<file path="src/fpba_pkg.sv">
`timescale 1ns / 1ps
`default_nettype none

package fpba_pkg;

    localparam int DEF_NUM_BLOCKS = 16;
    localparam int DEF_SIZE_BITS  = 16;

    localparam int SLOT_BITS   = 4;
    localparam int AMOUNT_BITS = 16;
    localparam int INDEX_BITS  = 4;
    localparam int REMAIN_BITS = 16;

    localparam int S_TDATA_BITS = 24;
    localparam int M_TDATA_BITS = 24;
    localparam int CFG_DATA_BITS = 5;

    typedef enum logic [1:0] {
        POL_FIRST = 2'd0,
        POL_BEST  = 2'd1,
        POL_WORST = 2'd2
    } policy_t;

    typedef enum logic {
        REG_POLICY      = 1'b0,
        REG_BLOCK_COUNT = 1'b1
    } cfg_reg_t;

    typedef enum logic {
        MODE_LOAD    = 1'b0,
        MODE_REQUEST = 1'b1
    } mode_t;

    // Control from the sequencer to the compare unit.
    typedef struct packed {
        logic    clear;
        logic    en;
        policy_t policy;
    } scan_ctl_t;

endpackage

`default_nettype wire

</file>
<file path="src/fit_policy_block_allocator_unit.sv">
`timescale 1ns / 1ps
`default_nettype none

// Fit-policy block allocator. A load beat (s_tuser = 0) writes the free size of block
// slot and returns nothing. A request beat (s_tuser = 1) scans blocks 0 to
// min(block_count, NUM_BLOCKS) - 1 and takes the lowest-index, smallest or largest fitting
// block for first, best or worst fit (policy code 3 acts as first fit), subtracts the
// request and returns one beat with m_tuser = granted. A request holds s_tready low
// through the scan state (skipped when no block is scanned), the drain state and the
// write-back state: the size table has one read port and is read one block a cycle into
// a single compare unit, the drain state makes the last compare and the update state
// writes back. The write-back repeats while an earlier result still waits unaccepted in
// the output register. Once the write-back is done the next beat is taken even if its
// result waits. The table reads as zero after reset through per-block valid bits; there
// is no clearing pass.
module fit_policy_block_allocator_unit #(
    parameter int NUM_BLOCKS = fpba_pkg::DEF_NUM_BLOCKS,
    parameter int SIZE_BITS  = fpba_pkg::DEF_SIZE_BITS
) (
    input  wire logic                                 aclk,
    input  wire logic                                 aresetn,
    input  wire logic                                 s_tvalid,
    output logic                                      s_tready,
    // [3:0] slot, [19:4] amount, [23:20] zero
    input  wire logic [fpba_pkg::S_TDATA_BITS-1:0]    s_tdata,
    // [0] mode
    input  wire logic                                 s_tuser,
    output logic                                      m_tvalid,
    input  wire logic                                 m_tready,
    // [3:0] block_index, [19:4] remaining, [23:20] zero
    output logic      [fpba_pkg::M_TDATA_BITS-1:0]    m_tdata,
    // [0] granted
    output logic                                      m_tuser,
    input  wire logic                                 cfg_we,
    input  wire logic                                 cfg_index,
    input  wire logic [fpba_pkg::CFG_DATA_BITS-1:0]   cfg_wdata
);
    import fpba_pkg::*;

    localparam int IDX_W = (NUM_BLOCKS > 1) ? $clog2(NUM_BLOCKS) : 1;
    localparam int CNT_W = $clog2(NUM_BLOCKS + 1);
    localparam int CMP_W = (SIZE_BITS > AMOUNT_BITS) ? SIZE_BITS : AMOUNT_BITS;
    localparam int PX_W  = (IDX_W > INDEX_BITS) ? IDX_W : INDEX_BITS;

    typedef enum logic [3:0] {
        ST_IDLE   = 4'b0001,
        ST_SCAN   = 4'b0010,
        ST_DRAIN  = 4'b0100,
        ST_UPDATE = 4'b1000
    } state_t;

    state_t state_reg, state_next;

    policy_t                  policy_reg;
    logic [CFG_DATA_BITS-1:0] block_count_reg;

    logic [CNT_W-1:0]       cnt_reg, cnt_next;
    logic [CNT_W-1:0]       limit_reg, limit_next;
    logic [AMOUNT_BITS-1:0] amount_reg, amount_next;
    logic                   rd_vld_reg;
    logic [IDX_W-1:0]       rd_idx_reg;

    logic                    m_tvalid_reg;
    logic [M_TDATA_BITS-1:0] m_tdata_reg;
    logic                    m_tuser_reg;

    logic [SLOT_BITS-1:0]   in_slot;
    logic [AMOUNT_BITS-1:0] in_amount;
    logic                   in_accept;
    logic                   in_load;
    logic                   in_req;
    logic [CNT_W-1:0]       limit_calc;
    logic                   out_free;
    logic                   commit;

    logic                 tbl_we;
    logic [IDX_W-1:0]     tbl_waddr;
    logic [SIZE_BITS-1:0] tbl_wdata;
    logic [IDX_W-1:0]     tbl_raddr;
    logic [SIZE_BITS-1:0] tbl_rdata;

    scan_ctl_t            scan_ctl;
    logic                 scan_found;
    logic [IDX_W-1:0]     scan_pick;
    logic [SIZE_BITS-1:0] scan_best;
    logic [CMP_W-1:0]     left_ext;
    logic [PX_W-1:0]      pick_ext;

    assign in_slot   = s_tdata[SLOT_BITS-1:0];
    assign in_amount = s_tdata[SLOT_BITS +: AMOUNT_BITS];
    assign s_tready  = (state_reg == ST_IDLE);
    assign in_accept = s_tvalid && s_tready;
    assign in_load   = in_accept && (mode_t'(s_tuser) == MODE_LOAD);
    assign in_req    = in_accept && (mode_t'(s_tuser) == MODE_REQUEST);

    // Saturate the scan length to the table depth.
    assign limit_calc = (int'(block_count_reg) > NUM_BLOCKS) ? CNT_W'(NUM_BLOCKS)
                                                              : CNT_W'(block_count_reg);

    assign out_free = !m_tvalid_reg || m_tready;
    assign commit   = (state_reg == ST_UPDATE) && out_free;
    assign left_ext = CMP_W'(scan_best) - CMP_W'(amount_reg);
    assign pick_ext = PX_W'(scan_pick);

    // Configuration
    always_ff @(posedge aclk) begin
        if (!aresetn) begin
            policy_reg      <= POL_FIRST;
            block_count_reg <= CFG_DATA_BITS'(16);
        end else if (cfg_we) begin
            unique case (cfg_reg_t'(cfg_index))
                REG_POLICY:      policy_reg      <= policy_t'(cfg_wdata[1:0]);
                REG_BLOCK_COUNT: block_count_reg <= cfg_wdata;
                default:         ;
            endcase
        end
    end

    // Sequencer
    always_comb begin
        state_next  = state_reg;
        cnt_next    = cnt_reg;
        limit_next  = limit_reg;
        amount_next = amount_reg;
        unique case (state_reg)
            ST_IDLE: begin
                if (in_req) begin
                    amount_next = in_amount;
                    limit_next  = limit_calc;
                    cnt_next    = '0;
                    state_next  = (limit_calc == '0) ? ST_UPDATE : ST_SCAN;
                end
            end
            ST_SCAN: begin
                cnt_next = cnt_reg + CNT_W'(1);
                if (cnt_reg == limit_reg - CNT_W'(1)) begin
                    state_next = ST_DRAIN;
                end
            end
            ST_DRAIN: begin
                state_next = ST_UPDATE;
            end
            ST_UPDATE: begin
                if (out_free) begin
                    state_next = ST_IDLE;
                end
            end
            default: begin
                state_next = ST_IDLE;
            end
        endcase
    end

    always_ff @(posedge aclk) begin
        if (!aresetn) begin
            state_reg  <= ST_IDLE;
            rd_vld_reg <= 1'b0;
        end else begin
            state_reg  <= state_next;
            rd_vld_reg <= (state_reg == ST_SCAN);
        end
        cnt_reg    <= cnt_next;
        limit_reg  <= limit_next;
        amount_reg <= amount_next;
        rd_idx_reg <= tbl_raddr;
    end

    // Table port: loads write from the input beat, grants write back the reduced size.
    assign tbl_raddr = cnt_reg[IDX_W-1:0];

    always_comb begin
        tbl_we    = 1'b0;
        tbl_waddr = IDX_W'(in_slot);
        tbl_wdata = SIZE_BITS'(in_amount);
        if (commit) begin
            tbl_we    = scan_found;
            tbl_waddr = scan_pick;
            tbl_wdata = left_ext[SIZE_BITS-1:0];
        end else if (in_load) begin
            tbl_we = (int'(in_slot) < NUM_BLOCKS);
        end
    end

    fpba_table #(
        .NUM_BLOCKS (NUM_BLOCKS),
        .SIZE_BITS  (SIZE_BITS),
        .IDX_W      (IDX_W)
    ) u_table (
        .aclk    (aclk),
        .aresetn (aresetn),
        .we      (tbl_we),
        .waddr   (tbl_waddr),
        .wdata   (tbl_wdata),
        .raddr   (tbl_raddr),
        .rdata   (tbl_rdata)
    );

    assign scan_ctl.clear  = in_req;
    assign scan_ctl.en     = rd_vld_reg;
    assign scan_ctl.policy = policy_reg;

    fpba_scan #(
        .NUM_BLOCKS (NUM_BLOCKS),
        .SIZE_BITS  (SIZE_BITS),
        .IDX_W      (IDX_W)
    ) u_scan (
        .aclk    (aclk),
        .aresetn (aresetn),
        .ctl     (scan_ctl),
        .size    (tbl_rdata),
        .idx     (rd_idx_reg),
        .amount  (amount_reg),
        .found   (scan_found),
        .pick    (scan_pick),
        .best    (scan_best)
    );

    // Output register
    always_ff @(posedge aclk) begin
        if (!aresetn) begin
            m_tvalid_reg <= 1'b0;
        end else if (commit) begin
            m_tvalid_reg <= 1'b1;
        end else if (m_tready) begin
            m_tvalid_reg <= 1'b0;
        end
        if (commit) begin
            m_tuser_reg <= scan_found;
            if (scan_found) begin
                m_tdata_reg <= {{(M_TDATA_BITS - INDEX_BITS - REMAIN_BITS){1'b0}},
                                left_ext[REMAIN_BITS-1:0],
                                pick_ext[INDEX_BITS-1:0]};
            end else begin
                m_tdata_reg <= '0;
            end
        end
    end

    assign m_tvalid = m_tvalid_reg;
    assign m_tdata  = m_tdata_reg;
    assign m_tuser  = m_tuser_reg;

endmodule

`default_nettype wire

</file>
<file path="src/fpba_table.sv">
`timescale 1ns / 1ps
`default_nettype none

module fpba_table #(
    parameter int NUM_BLOCKS = fpba_pkg::DEF_NUM_BLOCKS,
    parameter int SIZE_BITS  = fpba_pkg::DEF_SIZE_BITS,
    parameter int IDX_W      = (NUM_BLOCKS > 1) ? $clog2(NUM_BLOCKS) : 1
) (
    input  wire logic                 aclk,
    input  wire logic                 aresetn,
    input  wire logic                 we,
    input  wire logic [IDX_W-1:0]     waddr,
    input  wire logic [SIZE_BITS-1:0] wdata,
    input  wire logic [IDX_W-1:0]     raddr,
    output logic      [SIZE_BITS-1:0] rdata
);
    import fpba_pkg::*;

    logic [SIZE_BITS-1:0]  mem [NUM_BLOCKS];
    logic [NUM_BLOCKS-1:0] valid_reg;
    logic [SIZE_BITS-1:0]  mem_q_reg;
    logic                  vld_q_reg;

    always_ff @(posedge aclk) begin
        if (we) begin
            mem[waddr] <= wdata;
        end
        mem_q_reg <= mem[raddr];
    end

    // Entries never written read as zero.
    always_ff @(posedge aclk) begin
        if (!aresetn) begin
            valid_reg <= '0;
            vld_q_reg <= 1'b0;
        end else begin
            if (we) begin
                valid_reg[waddr] <= 1'b1;
            end
            vld_q_reg <= valid_reg[raddr];
        end
    end

    assign rdata = vld_q_reg ? mem_q_reg : '0;

endmodule

`default_nettype wire

</file>
<file path="src/fpba_scan.sv">
`timescale 1ns / 1ps
`default_nettype none

module fpba_scan #(
    parameter int NUM_BLOCKS = fpba_pkg::DEF_NUM_BLOCKS,
    parameter int SIZE_BITS  = fpba_pkg::DEF_SIZE_BITS,
    parameter int IDX_W      = (NUM_BLOCKS > 1) ? $clog2(NUM_BLOCKS) : 1
) (
    input  wire logic                              aclk,
    input  wire logic                              aresetn,
    input  wire fpba_pkg::scan_ctl_t               ctl,
    input  wire logic [SIZE_BITS-1:0]              size,
    input  wire logic [IDX_W-1:0]                  idx,
    input  wire logic [fpba_pkg::AMOUNT_BITS-1:0]  amount,
    output logic                                   found,
    output logic      [IDX_W-1:0]                  pick,
    output logic      [SIZE_BITS-1:0]              best
);
    import fpba_pkg::*;

    localparam int CMP_W = (SIZE_BITS > AMOUNT_BITS) ? SIZE_BITS : AMOUNT_BITS;

    logic                 found_reg, found_next;
    logic [IDX_W-1:0]     pick_reg, pick_next;
    logic [SIZE_BITS-1:0] best_reg, best_next;
    logic                 fits;
    logic                 take;

    assign fits = CMP_W'(size) >= CMP_W'(amount);

    always_comb begin
        take = 1'b0;
        if (fits) begin
            if (!found_reg) begin
                take = 1'b1;
            end else if (ctl.policy == POL_BEST) begin
                take = size < best_reg;
            end else if (ctl.policy == POL_WORST) begin
                take = size > best_reg;
            end
        end
    end

    always_comb begin
        found_next = found_reg;
        pick_next  = pick_reg;
        best_next  = best_reg;
        if (ctl.clear) begin
            found_next = 1'b0;
        end else if (ctl.en && take) begin
            found_next = 1'b1;
            pick_next  = idx;
            best_next  = size;
        end
    end

    always_ff @(posedge aclk) begin
        if (!aresetn) begin
            found_reg <= 1'b0;
        end else begin
            found_reg <= found_next;
        end
        pick_reg <= pick_next;
        best_reg <= best_next;
    end

    assign found = found_reg;
    assign pick  = pick_reg;
    assign best  = best_reg;

endmodule

`default_nettype wire

</file>
<file path="config.mk">
export PLATFORM = sky130hd
export DESIGN_NAME = fit_policy_block_allocator_unit
export DESIGN_NICKNAME = d
export VERILOG_FILES = /design/src/fpba_pkg.sv /design/src/fit_policy_block_allocator_unit.sv /design/src/fpba_table.sv /design/src/fpba_scan.sv
export SDC_FILE = /design/constraint.sdc
export NUM_CORES = 1
export LEC_CHECK = 0
export BUFFER_PORTS_ARGS = -buffer_cell sky130_fd_sc_hd__buf_2
export CAP_MARGIN = 20
export CORE_MARGIN = 1.5
export CORE_UTILIZATION = 55
export CTS_CLUSTER_SIZE = 40
export DETAILED_ROUTE_END_ITERATION = 8
export PLACE_DENSITY = 0.7
export SLEW_MARGIN = 25
export SYNTH_ARGS = -nofsm -noshare
export SYNTH_HDL_FRONTEND = slang
export SYNTH_SLANG_ARGS = --single-unit
</file>
<file path="constraint.sdc">
create_clock -name aclk -period 9.2 [get_ports aclk]
set_input_delay 0 -clock aclk [delete_from_list [all_inputs] [get_ports aclk]]
set_output_delay 0 -clock aclk [all_outputs]
set_load 0.05 [all_outputs]
</file>
==> results of run 1 <==
[kinds of logic after synthesis]
family	share of synthesized area (%)
DFF	68.0
muxes	12.6
xor gates and xnor gates	1.00
and+or+nand+nor	6.40
buffers and inverters	2.36
other	0.0238
adders and majority gates	3.78
AOI/OAI and AO/OA	5.83
[stage by stage]
stage | instances | total power, W | area, sq um | setup slack [ns]
finish | 1476 | 0.00359 | 18200 | 5.95
global route | 1476 | 0.00370 | 18200 | 5.72
CTS | 1476 | 0.00362 | 18200 | 5.93
detailed placement | 1366 | 0.00212 | 16600 | 5.94
global placement | 1366 | 0.00211 | 16600 | 6.02
floorplan | 940 | 0.00206 | 15800 | 5.53
[cells in the final DEF (no fill, tap or decap), drive strengths merged, types with 9 or more instances in the layout]
cell type and count:
a21boi 9, a21oi 31, and2 32, buf 87, clkbuf 51, clkinv 14
dfxtp 51, dlygate4sd3 41, edfxtp 323, ha 46, inv 44, mux4 85
nand2 45, nand2b 10, nand3 19, nor2 41, nor2b 9, nor3 11
o21a 23, o21ai 18, xnor2 13
[worst min-delay path by stage]
stage,end,slack [ns]
6_report,policy_reg[0],0.1
5_1_grt,policy_reg[0],0.08
4_1_cts,policy_reg[0],0.01
3_5_place_dp,amount_reg[4],0.20
3_3_place_gp,amount_reg[10],0.19
2_1_floorplan,amount_reg[0],0.1
[per-layer routing]
layer / up-vias / share of wire [%]
li1: 3928 / -
met1: 4412 / 43
met2: 270 / 49
met3: 62 / 5.3
met4: 0 / 2.2
met5: - / 0
[worst reg2reg max path: cells and delay by family (launching register included)]
family	cells	cell delay, ns
compound gates	2	0.34
fa+ha+maj	1	0.18
flops	1	0.69
buf+inv	1	0.35
simple gates	4	1.35
[repair_timing]
| item | CTS | global route |
|---|---|---|
| setup endpoints to repair | 0 | 0 |
| hold buffers | 41 | 0 |
| setup buffers | 0 | 0 |
| gates resized for setup | 0 | 0 |
| endpoints found under the hold margin | 49 | 0 |
[power breakdown]
part | switching [W] | total [W] | leakage [nW] | internal, W
clock network | 0.000619 | 0.00150 | 0.593 | 0.000877
logic | 0.000117 | 0.000208 | 2.44 | 0.0000909
registers | 0.0000151 | 0.00189 | 3.35 | 0.00187
[final cells by class]
class / count / area share, %
timing repair buffer: 128 / 5.09
sequential: 374 / 58.8
multi-input combinational: 482 / 25.9
clock inverter: 18 / 1.04
clock buffer: 51 / 5.65
inverter: 45 / 0.926
tap: 378 / 2.59
==> results.txt, run 1 <==
The worst setup path is launched from a flip-flop. In this run the remaining antenna-violating nets after routing total 0. The final-report hold violation count is 0. In the final layout, flip-flops and latches occupy 10700 sq um. Global routing used 23.3% of the available tracks.

The initial utilization of the core area, before any placement, comes to 56.3%. The flow ran to the end, and the final reports show no timing, DRC or antenna violations. The stage delay of the slowest cell on the critical path came out at 0.69 ns. The first-iteration detailed-routing DRC count is 774. The first-pass GRT wire length came out at 49900 um. The sum of net half-perimeters after detailed placement came out at 19700 um.

The hold slack came out at 0.0969 ns. The critical path goes through and2_1 > ha_1 > nand4_1 > nor4_1 > o211ai_1 > o2111ai_1 > nor3b_2 > buf_4. Counting flops with a built-in enable in the synthesized netlist gives 323. The sequential cell area fraction in the yosys report came out at 68.0%. The min-delay analysis places its worst path in the category input pin to flip-flop. Pin placement for this block handled 63 I/O pins. The global routing stage identified its most utilized layer as met2. The worst setup slack for register-to-register paths came out at 5.95 ns. The required time at the worst-slack endpoint is 9.39 ns. The area of the core came out at 28000 sq um. STA puts the critical path data arrival time at 3.44 ns. The total die area is 29700 sq um. The mean routed wirelength per cell is 22.4 um.

The total buffers and inverters traversed by the critical path is 1. The first-pass detailed-route iteration total is 5. The count of synthesis-stage warnings from yosys is 0. The family of cells with the greatest summed delay on the critical path is simple AND/OR/NAND/NOR gates. The final global-route overflow total came out at 0. The clock transition at the registers of the reported paths is 0.06 ns.

The most critical setup path has its startpoint at u_table.vld_q_reg. The fraction of synthesis flops using an asynchronous set or reset pin is 0%. The global-route track usage on met1 came out at 31.4%.

The largest individual stage delay along the critical path comes from the cell sky130_fd_sc_hd__dfxtp_1. The number of vias after detailed routing came out at 8672. In this run the critical register-to-register path is captured at u_scan.best[10]. Summed over all instances, the cell type with the most area after synthesis is sky130_fd_sc_hd__edfxtp_1. The maximum resistive drop on vdd came out at 0.124 mV.

The initial antenna violation count is 0. The count of unresolved DRC violations after routing came out at 0. The multi-input gate area in the final layout came out at 4730 sq um. After synthesis the netlist holds a flip-flop and latch count of 374.

The number of nets at the end of the flow is 1152. The final-report max-slew violation count is 0. The clock latency at the later pin of the worst-skew pair came out at 0.53 ns. The die is 172 um tall.

The ratio of cells with drive above 1 in the final layout is 22.9%. The via count of the first global-routing pass came to 8698. Across the run, the number of max-cap violations was 0.

The final critical path takes up 35.3% of the cycle. The worst reg2reg path depth came out at 8. The critical path ends at u_scan.best[10]. The worst setup path is captured at a flip-flop. The setup path with the least slack is of type flip-flop to flip-flop. The repair_antennas step left the layout with diodes totalling 0.

The cell chosen for the clock root is sky130_fd_sc_hd__clkbuf_16. Once layout is complete, the utilization of the core stands at 65.1%. Along the worst path, the maximum fanout reaches 18.

The number of endpoints failing setup at the final stage came out at 0. The logic depth of the worst setup path including buffers came out at 8. The port buffer count came out at 54.

The cell area after synthesis came out at 15800 sq um. The pin count of the biggest net entering global routing came out at 69. The die is 172 um wide. Row generation in the floorplan step produced 61 rows. The number of sinks driven by the clock tree came out at 374. Counting every instance in the synthesized netlist gives 937. The share of Yosys cell area claimed by the top area cell type came out at 61.5%. The number of vias per cell after detailed routing is 5.88. The most common cell in the synthesized netlist is sky130_fd_sc_hd__edfxtp_1. The maximum operating frequency came out at 308 MHz. The accumulated negative setup slack came out at 0 ns. Setup repair after global routing left no endpoint under its margin. The growth of design area from synthesis to finish came out at 15.7%. The startpoint identified for the worst hold timing path is cfg_index.

TritonCTS built the clock tree. For met3 alone, demand over resource in global routing was 3.96%. The average instance in the mapped netlist occupies 16.8 sq um. The post-route clock skew came out at 0.0184 ns.

The maximum root-to-sink buffer count is 3. In the synthesized netlist, the cells that appear most often are 323 x sky130_fd_sc_hd__edfxtp_1, 79 x sky130_fd_sc_hd__mux4_2, 51 x sky130_fd_sc_hd__dfxtp_1. The count of fill cells added during filler insertion came out at 1908. The register with the most flip-flops in the layout has 256 of them. The static leakage came out at 6.39 nW. At the end of routability-driven placement, the weighted congestion stood at 0.848. In the synthesized netlist the dominant register cell turns out to be sky130_fd_sc_hd__edfxtp_1. The time the worst path needs with I/O delays and setup came out at 3.25 ns.

The worst hold path passes through 4 cells. The wire length reported by the detailed router is 33000 um. At the pin with the least slew margin, the transition time is 1.02 ns. In this run, distinct cell masters in the synthesized netlist total 67. The H-tree depth came out at 2. The relative slew slack came out at 32.1%. The start of the worst register-to-register path is u_table.vld_q_reg.

For this run, global-route usage on met2 was measured as 39.1%. The TritonCTS buffer count is 38. Sorting the synthesized cells by area gives the leading types as sky130_fd_sc_hd__edfxtp_1 62%, sky130_fd_sc_hd__mux4_2 11%, sky130_fd_sc_hd__dfxtp_1 6.5%. The power per cell area is 197 nW/um^2.
Power figures use the tool's default switching activity.
==> inputs of run 2 (changes only) <==
--- a/config.mk
+++ b/config.mk
@@ -11,7 +11,7 @@
 export CORE_UTILIZATION = 55
 export CTS_CLUSTER_SIZE = 40
 export DETAILED_ROUTE_END_ITERATION = 8
-export PLACE_DENSITY = 0.7
+export PLACE_DENSITY = 0.73
 export SLEW_MARGIN = 25
 export SYNTH_ARGS = -nofsm -noshare
 export SYNTH_HDL_FRONTEND = slang
==> constraint.sdc (replaced) <==
create_clock -name aclk -period 2.75 [get_ports aclk]
set_input_delay 0 -clock aclk [delete_from_list [all_inputs] [get_ports aclk]]
set_output_delay 0 -clock aclk [all_outputs]
set_load 0.05 [all_outputs]
==> run 2 against run 1 <==
  * Fmax up 23%
  * Register-to-register slack worse by 5.8 ns
  * Wire length up 7.2%
  * Combinational power rose to 3.7 times the previous value
  * Die area unchanged
  * Clock-buffer cell count unchanged
  * Flip-flop and latch count unchanged
  * First-iteration DRC count up 22%
  * Global-route usage up 1.8 points
  * Sequential power rose to 3.3 times the previous value
  * Power rose to 3.4 times the previous value
  * Cell count up 4.3%
  * Highest routed layer unchanged
==> results.txt, run 2 (synthesized netlist as in run 1, its figures left out) <==
The mean routed wirelength per cell is 23.0 um. The first-iteration detailed-routing DRC count came out at 942. The first-pass GRT wire length came out at 54100 um. The library cell used most frequently in the layout, excluding fill and tap cells, is sky130_fd_sc_hd__edfxtp_1. The final-report max-slew violation count came out at 0. The width of the die is 172 um. The pre-CTS worst setup slack is -0.301 ns. The initial antenna violation count was 1. The final setup slack of the worst path is 0.103 ns. For the worst setup path, the data required time is 3.00 ns. Of the cells placed in the final design, the portion with a size suffix greater than 1 is 27.7%. The clock transition at the registers of the reported paths came out at 0.06 ns.

The startpoint of the worst setup timing path is amount_reg[0]. The maximum net fanout on the critical path came out at 16. TritonCTS built the clock tree. The critical path data arrival time is 2.90 ns. Using the TritonRoute via totals, the vias-per-cell ratio works out to 5.91.

Measured in cells, the most critical reg-to-reg path has a length of 9. Clock latency on the worst-skew pair, taken at its later pin, is 0.52 ns. Detailed placement ended at an HPWL of 21600 um. The number of top-level design ports came out at 63. The endpoint of the most critical register-to-register path is u_table.mem[15][12]. The final-report hold violation count is 0. The register with the most flip-flops in the layout has 256 of them. Once the floorplan was initialized, standard cells occupied 56.3% of the core. The worst setup slack for register-to-register paths is 0.10 ns. The floorplan step set the die height to 172 um. Compared with the post-synthesis result, the final layout area differs by 20.3%.

The number of sinks driven by the clock tree came out at 374. The final global-route overflow total is 0. The critical path is of the flip-flop to flip-flop type.

Along the worst hold path, the cell count comes to 5. The area of the core is 28000 sq um. Global routing used 34.2% of the available met1 tracks. The number of vias after detailed routing is 9096.

The flow ran to the end, and the final reports show no timing, DRC or antenna violations. The power per cell area came out at 640 nW/um^2. In this run the tool buffered the top-level ports with 54 buffer cells. The post-route antenna net violation count came out at 0.

The clock passes through at most 3 buffers. The pin count of the biggest net entering global routing is 37. The start of the worst register-to-register path is amount_reg[0]. For met3 alone, demand over resource in global routing was 4.03%.

The global routing stage identified its most utilized layer as met2. The maximum resistive drop on vdd came out at 0.443 mV. The final estimated routing congestion in global placement came out at 0.922. The via count of the first global-routing pass is 9263. STA classifies the critical path endpoint as a flip-flop. The first-pass detailed-route iteration total is 5. The number of endpoints failing setup at the final stage is 0. At the end of the flow, the number of nets in the layout was 1214.

After floorplanning, the core was divided into 61 placement rows. The combined global-route utilization of all metal layers is 25.1%. The library cells used most frequently in the layout, excluding fill and tap cells, are 323 x sky130_fd_sc_hd__edfxtp_1, 81 x sky130_fd_sc_hd__buf_4, 79 x sky130_fd_sc_hd__mux4_2. The worst hold path begins at s_tuser. The path with the worst hold slack has its endpoint at u_scan.found. The H-tree depth is 2. Counting I/O delays and the setup requirement, the final critical path takes 2.65 ns. CTS placed an instance of sky130_fd_sc_hd__clkbuf_16 at the clock tree root. Hold timing on the final database bottoms out at a slack of 0.0784 ns. The count of unresolved DRC violations after routing is 0. The static leakage is 6.77 nW. The count of maximum capacitance violations is 0. For met2 alone, demand over resource in global routing was 42.2%. The wire length reported by the detailed router came out at 35400 um. The startpoint kind of the worst setup timing path is a flip-flop. The total die area came out at 29700 sq um. The worst hold path belongs to the class input pin to flip-flop. The TritonCTS buffer count came out at 39.

Counting the fill cells in the layout gives 1884. The maximum operating frequency came out at 378 MHz. The post-route clock skew is 0.0243 ns. The actual transition at the worst max-transition pin is 0.737 ns. In this run the tightest slew margin relative to its limit is 50.9%. Adding up every negative setup slack in the final design gives 0 ns. The final worst-path cycle share came out at 96.3%.
==> run 2: changes by cell type in the layout (fill, tap and decap cells not counted), sizes merged <==
cell / previous run / this run
clkinv: 14 / 12
inv: 44 / 47
diode: 0 / 1
bufinv: 3 / 2
dlygate4sd3: 41 / 40
clkinvlp: 2 / 3
nor3b: 6 / 7
buf: 87 / 148
==> run 2: final cells by class <==
class | count | area, sq um | area share (%)
Tap cell | 378 | 473 | 2.49
Antenna cell | 1 | 2.50 | 0.0132
Multi-Input combinational cell | 483 | 4830 | 25.4
Timing Repair Buffer | 188 | 1530 | 8.07
Sequential cell | 374 | 10700 | 56.5
Clock buffer | 51 | 1080 | 5.71
Inverter | 45 | 169 | 0.891
Clock inverter | 19 | 161 | 0.851
==> run 2: worst max path at each step <==
stage | end | cells after the start
floorplan | u_table.mem[12][0] | 5
global placement | u_scan.best[10] | 7
finish | u_table.mem[15][12] | 9
global route | u_table.mem[13][12] | 9
detailed placement | u_scan.best[11] | 7
CTS | u_table.mem[4][12] | 9
==> run 2: worst max-delay path, cell delays in order, from the launching register on <==
cell and delay [ns]:
sky130_fd_sc_hd__edfxtp_1 0.40, sky130_fd_sc_hd__ha_1 0.25, sky130_fd_sc_hd__fa_1 0.41, sky130_fd_sc_hd__nand2b_1 0.19, sky130_fd_sc_hd__a21o_1 0.21, sky130_fd_sc_hd__a21oi_2 0.14, sky130_fd_sc_hd__buf_4 0.15, sky130_fd_sc_hd__o21ai_0 0.11
sky130_fd_sc_hd__a21o_1 0.23, sky130_fd_sc_hd__a31o_4 0.29
==> run 2: stage by stage <==
step                      utilization, %  power, W  std cells  area (sq um)
after floorplan                        -   0.00688        940         15800
after global placement              61.3   0.00711       1424         17200
after detailed placement            61.3   0.00713       1424         17200
after CTS                           67.5    0.0122       1537         18900
after global routing                67.7    0.0125       1539         19000
final                               67.7    0.0121       1539         19000
==> run 2: routing by layer <==
layer / wire [um] / part of all wire, % / up-vias
li1: - / - / 4058
met1: 15100 / 43 / 4609
met2: 17400 / 49 / 363
met3: 2070 / 5.8 / 66
met4: 767 / 2.2 / 0
met5: 0 / 0 / -
==> run 2: timing repair <==
action                                  in CTS  in global routing
pin swaps                                    0                  1
hold buffers                                40                  0
setup buffers                                2                  1
cloned                                       1                  0
endpoints found under the setup margin      52                 85
resized for setup                            6                  9
hold endpoints to repair                    58                  0
==> run 2: report_power, final <==
| part | switching [W] | internal, W |
|---|---|---|
| combinational | 0.000418 | 0.000345 |
| clock | 0.00210 | 0.00297 |
| sequential | 0.0000471 | 0.00626 |
==> inputs of run 3 (changes only) <==
--- a/config.mk
+++ b/config.mk
@@ -5,13 +5,17 @@
 export SDC_FILE = /design/constraint.sdc
 export NUM_CORES = 1
 export LEC_CHECK = 0
+export ABC_AREA = 0
 export BUFFER_PORTS_ARGS = -buffer_cell sky130_fd_sc_hd__buf_2
 export CAP_MARGIN = 20
+export CELL_PAD_IN_SITES_DETAIL_PLACEMENT = 0
+export CELL_PAD_IN_SITES_GLOBAL_PLACEMENT = 1
+export CORE_ASPECT_RATIO = 1.1
 export CORE_MARGIN = 1.5
-export CORE_UTILIZATION = 55
+export CORE_UTILIZATION = 48
 export CTS_CLUSTER_SIZE = 40
 export DETAILED_ROUTE_END_ITERATION = 8
-export PLACE_DENSITY = 0.73
+export PLACE_DENSITY = 0.74
 export SLEW_MARGIN = 25
 export SYNTH_ARGS = -nofsm -noshare
 export SYNTH_HDL_FRONTEND = slang
==> run 3 against run 2 <==
  * Non-clock buffer count rose by 7
  * First-iteration DRC count down 25%
  * Sequential power about the same
  * Largest cell class unchanged
==> results.txt, run 3 (synthesized netlist as in run 1, its figures left out) <==
The run finished with clean final reports. The final global-route overflow total came out at 0. The class of the worst hold path is input pin to flip-flop. Compared with the post-synthesis result, the final layout area differs by 21.7%. The clock transition at the registers of the reported paths came out at 0.06 ns. The total buffers and inverters traversed by the critical path came out at 3. After routing the design area is 19200 sq um. The ratio of cells with drive above 1 in the final layout came out at 28.7%.

In the layout the commonest cells are 323 x sky130_fd_sc_hd__edfxtp_1, 88 x sky130_fd_sc_hd__buf_4, 79 x sky130_fd_sc_hd__mux4_2. The effective utilization at floorplan is 48.8%. The combined global-route utilization of all metal layers came out at 21.3%.

In this run the static leakage power is 6.87 nW. STA classifies the critical path endpoint as a flip-flop. Across the VDD grid, the largest voltage drop is 0.369 mV. For hold timing, the worst endpoint is u_scan.found. The total die area is 33900 sq um. Summing all multi-input logic gate instances after layout gives 4870 sq um. The met1 wire length is 14700 um. In this design, the largest share of critical-path delay is due to compound AO/OA/AOI/OAI gates. Clock tree synthesis selected as its root buffer the cell sky130_fd_sc_hd__clkbuf_16. Traced cell by cell, the critical path runs through inv_1 > ha_1 > buf_4 > and2_1 > a221oi_4 > a21oi_1 > o31a_1 > mux2i_2 > o21bai_1 > buf_12.

The clock latency at the later pin of the worst-skew pair is 0.53 ns. The row count came out at 69. The area of the core came out at 32300 sq um.

The die boundary height is 193 um. Leaving out fill and tap cells, the most frequent cell in the layout is sky130_fd_sc_hd__edfxtp_1. The maximum operating frequency came out at 379 MHz. In this run the critical register-to-register path is launched from amount_reg[3]. The mean routed wirelength per cell is 22.0 um. The post-route clock skew came out at 0.0220 ns.

After detailed routing, no signal wire sits above met4. The count of unresolved DRC violations after routing came out at 0. Entering global routing, the biggest net connects 37 pins.

In this design, the stage delay of the slowest critical-path cell is 0.37 ns. The register area is 10700 sq um. The final-report hold violation count came to 0.

The width of the die came out at 176 um. The routed design uses 18000 um of met2 wire. The number of cells on the worst reg-to-reg path is 10. At the end of routability-driven placement, the weighted congestion stood at 0.853. The count of maximum capacitance violations came out at 0.

The sum of net half-perimeters after detailed placement is 23100 um. The most critical setup path has its startpoint at amount_reg[3]. No sink is reached through more buffers than the 3 on the longest clock path.

The H-tree depth is 2. The wire length reported by the detailed router came out at 35100 um. The first-pass detailed-route iteration total came out at 5.

The worst register-to-register path ends at u_table.mem[8][9]. The worst setup path is launched from a flip-flop. The final critical path takes up 95.8% of the cycle. The tree built by TritonCTS fans out to 374 sinks. The required time at the worst-slack endpoint came out at 3.03 ns. The via count of the first global-routing pass came out at 9157. The cell area after placement came out at 17300 sq um. The accumulated negative setup slack is 0 ns. The critical path is of the flip-flop to flip-flop type. The worst setup slack for register-to-register paths came out at 0.11 ns. The number of top-level design ports came out at 63. The standard cell with the maximum stage delay on the critical path is sky130_fd_sc_hd__edfxtp_1.

The TritonCTS buffer count came out at 39. The count of buffers added on input and output ports is 54. The count of fill cells added during filler insertion is 2421. The number of vias after detailed routing came out at 8840. For the pin with the worst max-slew slack, the measured transition is 0.763 ns. The power per cell area is 644 nW/um^2.

The worst hold path stage count is 5. The maximum net fanout on the critical path is 16. The post-route antenna net violation count is 0. For this block, the initial DRC count from the detailed router was 707.

The time the worst path needs with I/O delays and setup is 2.64 ns. The number of nets at the end of the flow came out at 1221. The first global-routing pass estimated 53300 um of wire. The initial antenna violation count came to 0.

The number of endpoints failing setup at the final stage came out at 0. The total met3 wirelength after detailed routing came out at 1620 um. The final-report max-slew violation count is 0.

The repair_antennas step left the layout with diodes totalling 0. The number of vias per cell after detailed routing came out at 5.54. The relative slew slack came out at 49.1%.

Setup repair after global routing could not meet its margin everywhere. The startpoint identified for the worst hold timing path is s_tuser. The critical path data arrival time came out at 2.91 ns.

The number of flip-flops under the largest register name came out at 256. The TritonCTS clock tree is yes.
run 3: layout make-up:
type / instances / share of cell area (%)
well taps: 426 / 2.78
repair buffers: 195 / 8.29
multi-input cells: 483 / 25.4
clock inverters: 10 / 0.613
flip-flops and latches: 374 / 55.9
inverters: 45 / 0.880
clock buffers: 62 / 6.23
run 3: repair_timing:
| item | CTS | global route |
|---|---|---|
| gates resized for setup | 11 | 10 |
| gates cloned | 1 | 0 |
| hold buffers | 40 | 0 |
| setup endpoints to repair | 85 | 133 |
| hold endpoints to repair | 74 | 0 |
| pin swaps | 0 | 7 |
| setup buffers | 4 | 2 |
run 3: layer usage:
layer  up-vias  global-route usage [%]
li1       4066                       -
met1      4487                    27.4
met2       236                    37.8
met3        51                    3.08
met4         0                    6.34
met5         -                       0
run 3: worst max-delay path by stage:
stage	cells past startpoint	slack (ns)	endpoint
6_report	10	0.11	u_table.mem[8][9]
5_1_grt	10	-0.07	u_table.mem[1][9]
4_1_cts	9	0.01	u_scan.pick[2]
3_5_place_dp	7	-0.43	u_scan.best[8]
3_3_place_gp	7	-0.37	u_scan.best[9]
2_1_floorplan	5	-0.05	u_table.mem[12][0]
run 3: worst min-delay path: stages:
cell	delay, ns
sky130_fd_sc_hd__buf_2	0.11
sky130_fd_sc_hd__nand3_1	0.14
sky130_fd_sc_hd__buf_4	0.18
sky130_fd_sc_hd__nand2_1	0.09
sky130_fd_sc_hd__a21boi_1	0.06
run 3: where the power goes:
part	internal, W	leakage, nW	switching, W
registers	0.00626	3.35	0.0000487
logic	0.000350	2.88	0.000417
clock network	0.00319	0.643	0.00209
run 3: through the flow:
stage                     power (W)  hold WS (ns)  worst slack, ns  std cells  utilization, %
final                        0.0124         0.116            0.114       1595            59.4
after global placement      0.00713         0.194           -0.369       1476            53.6
after CTS                    0.0124         0.107           0.0126       1593            59.2
after detailed placement    0.00714         0.197           -0.432       1476            53.6
after global routing         0.0127         0.127          -0.0657       1595            59.4
after floorplan             0.00688        0.0989          -0.0491        940               -
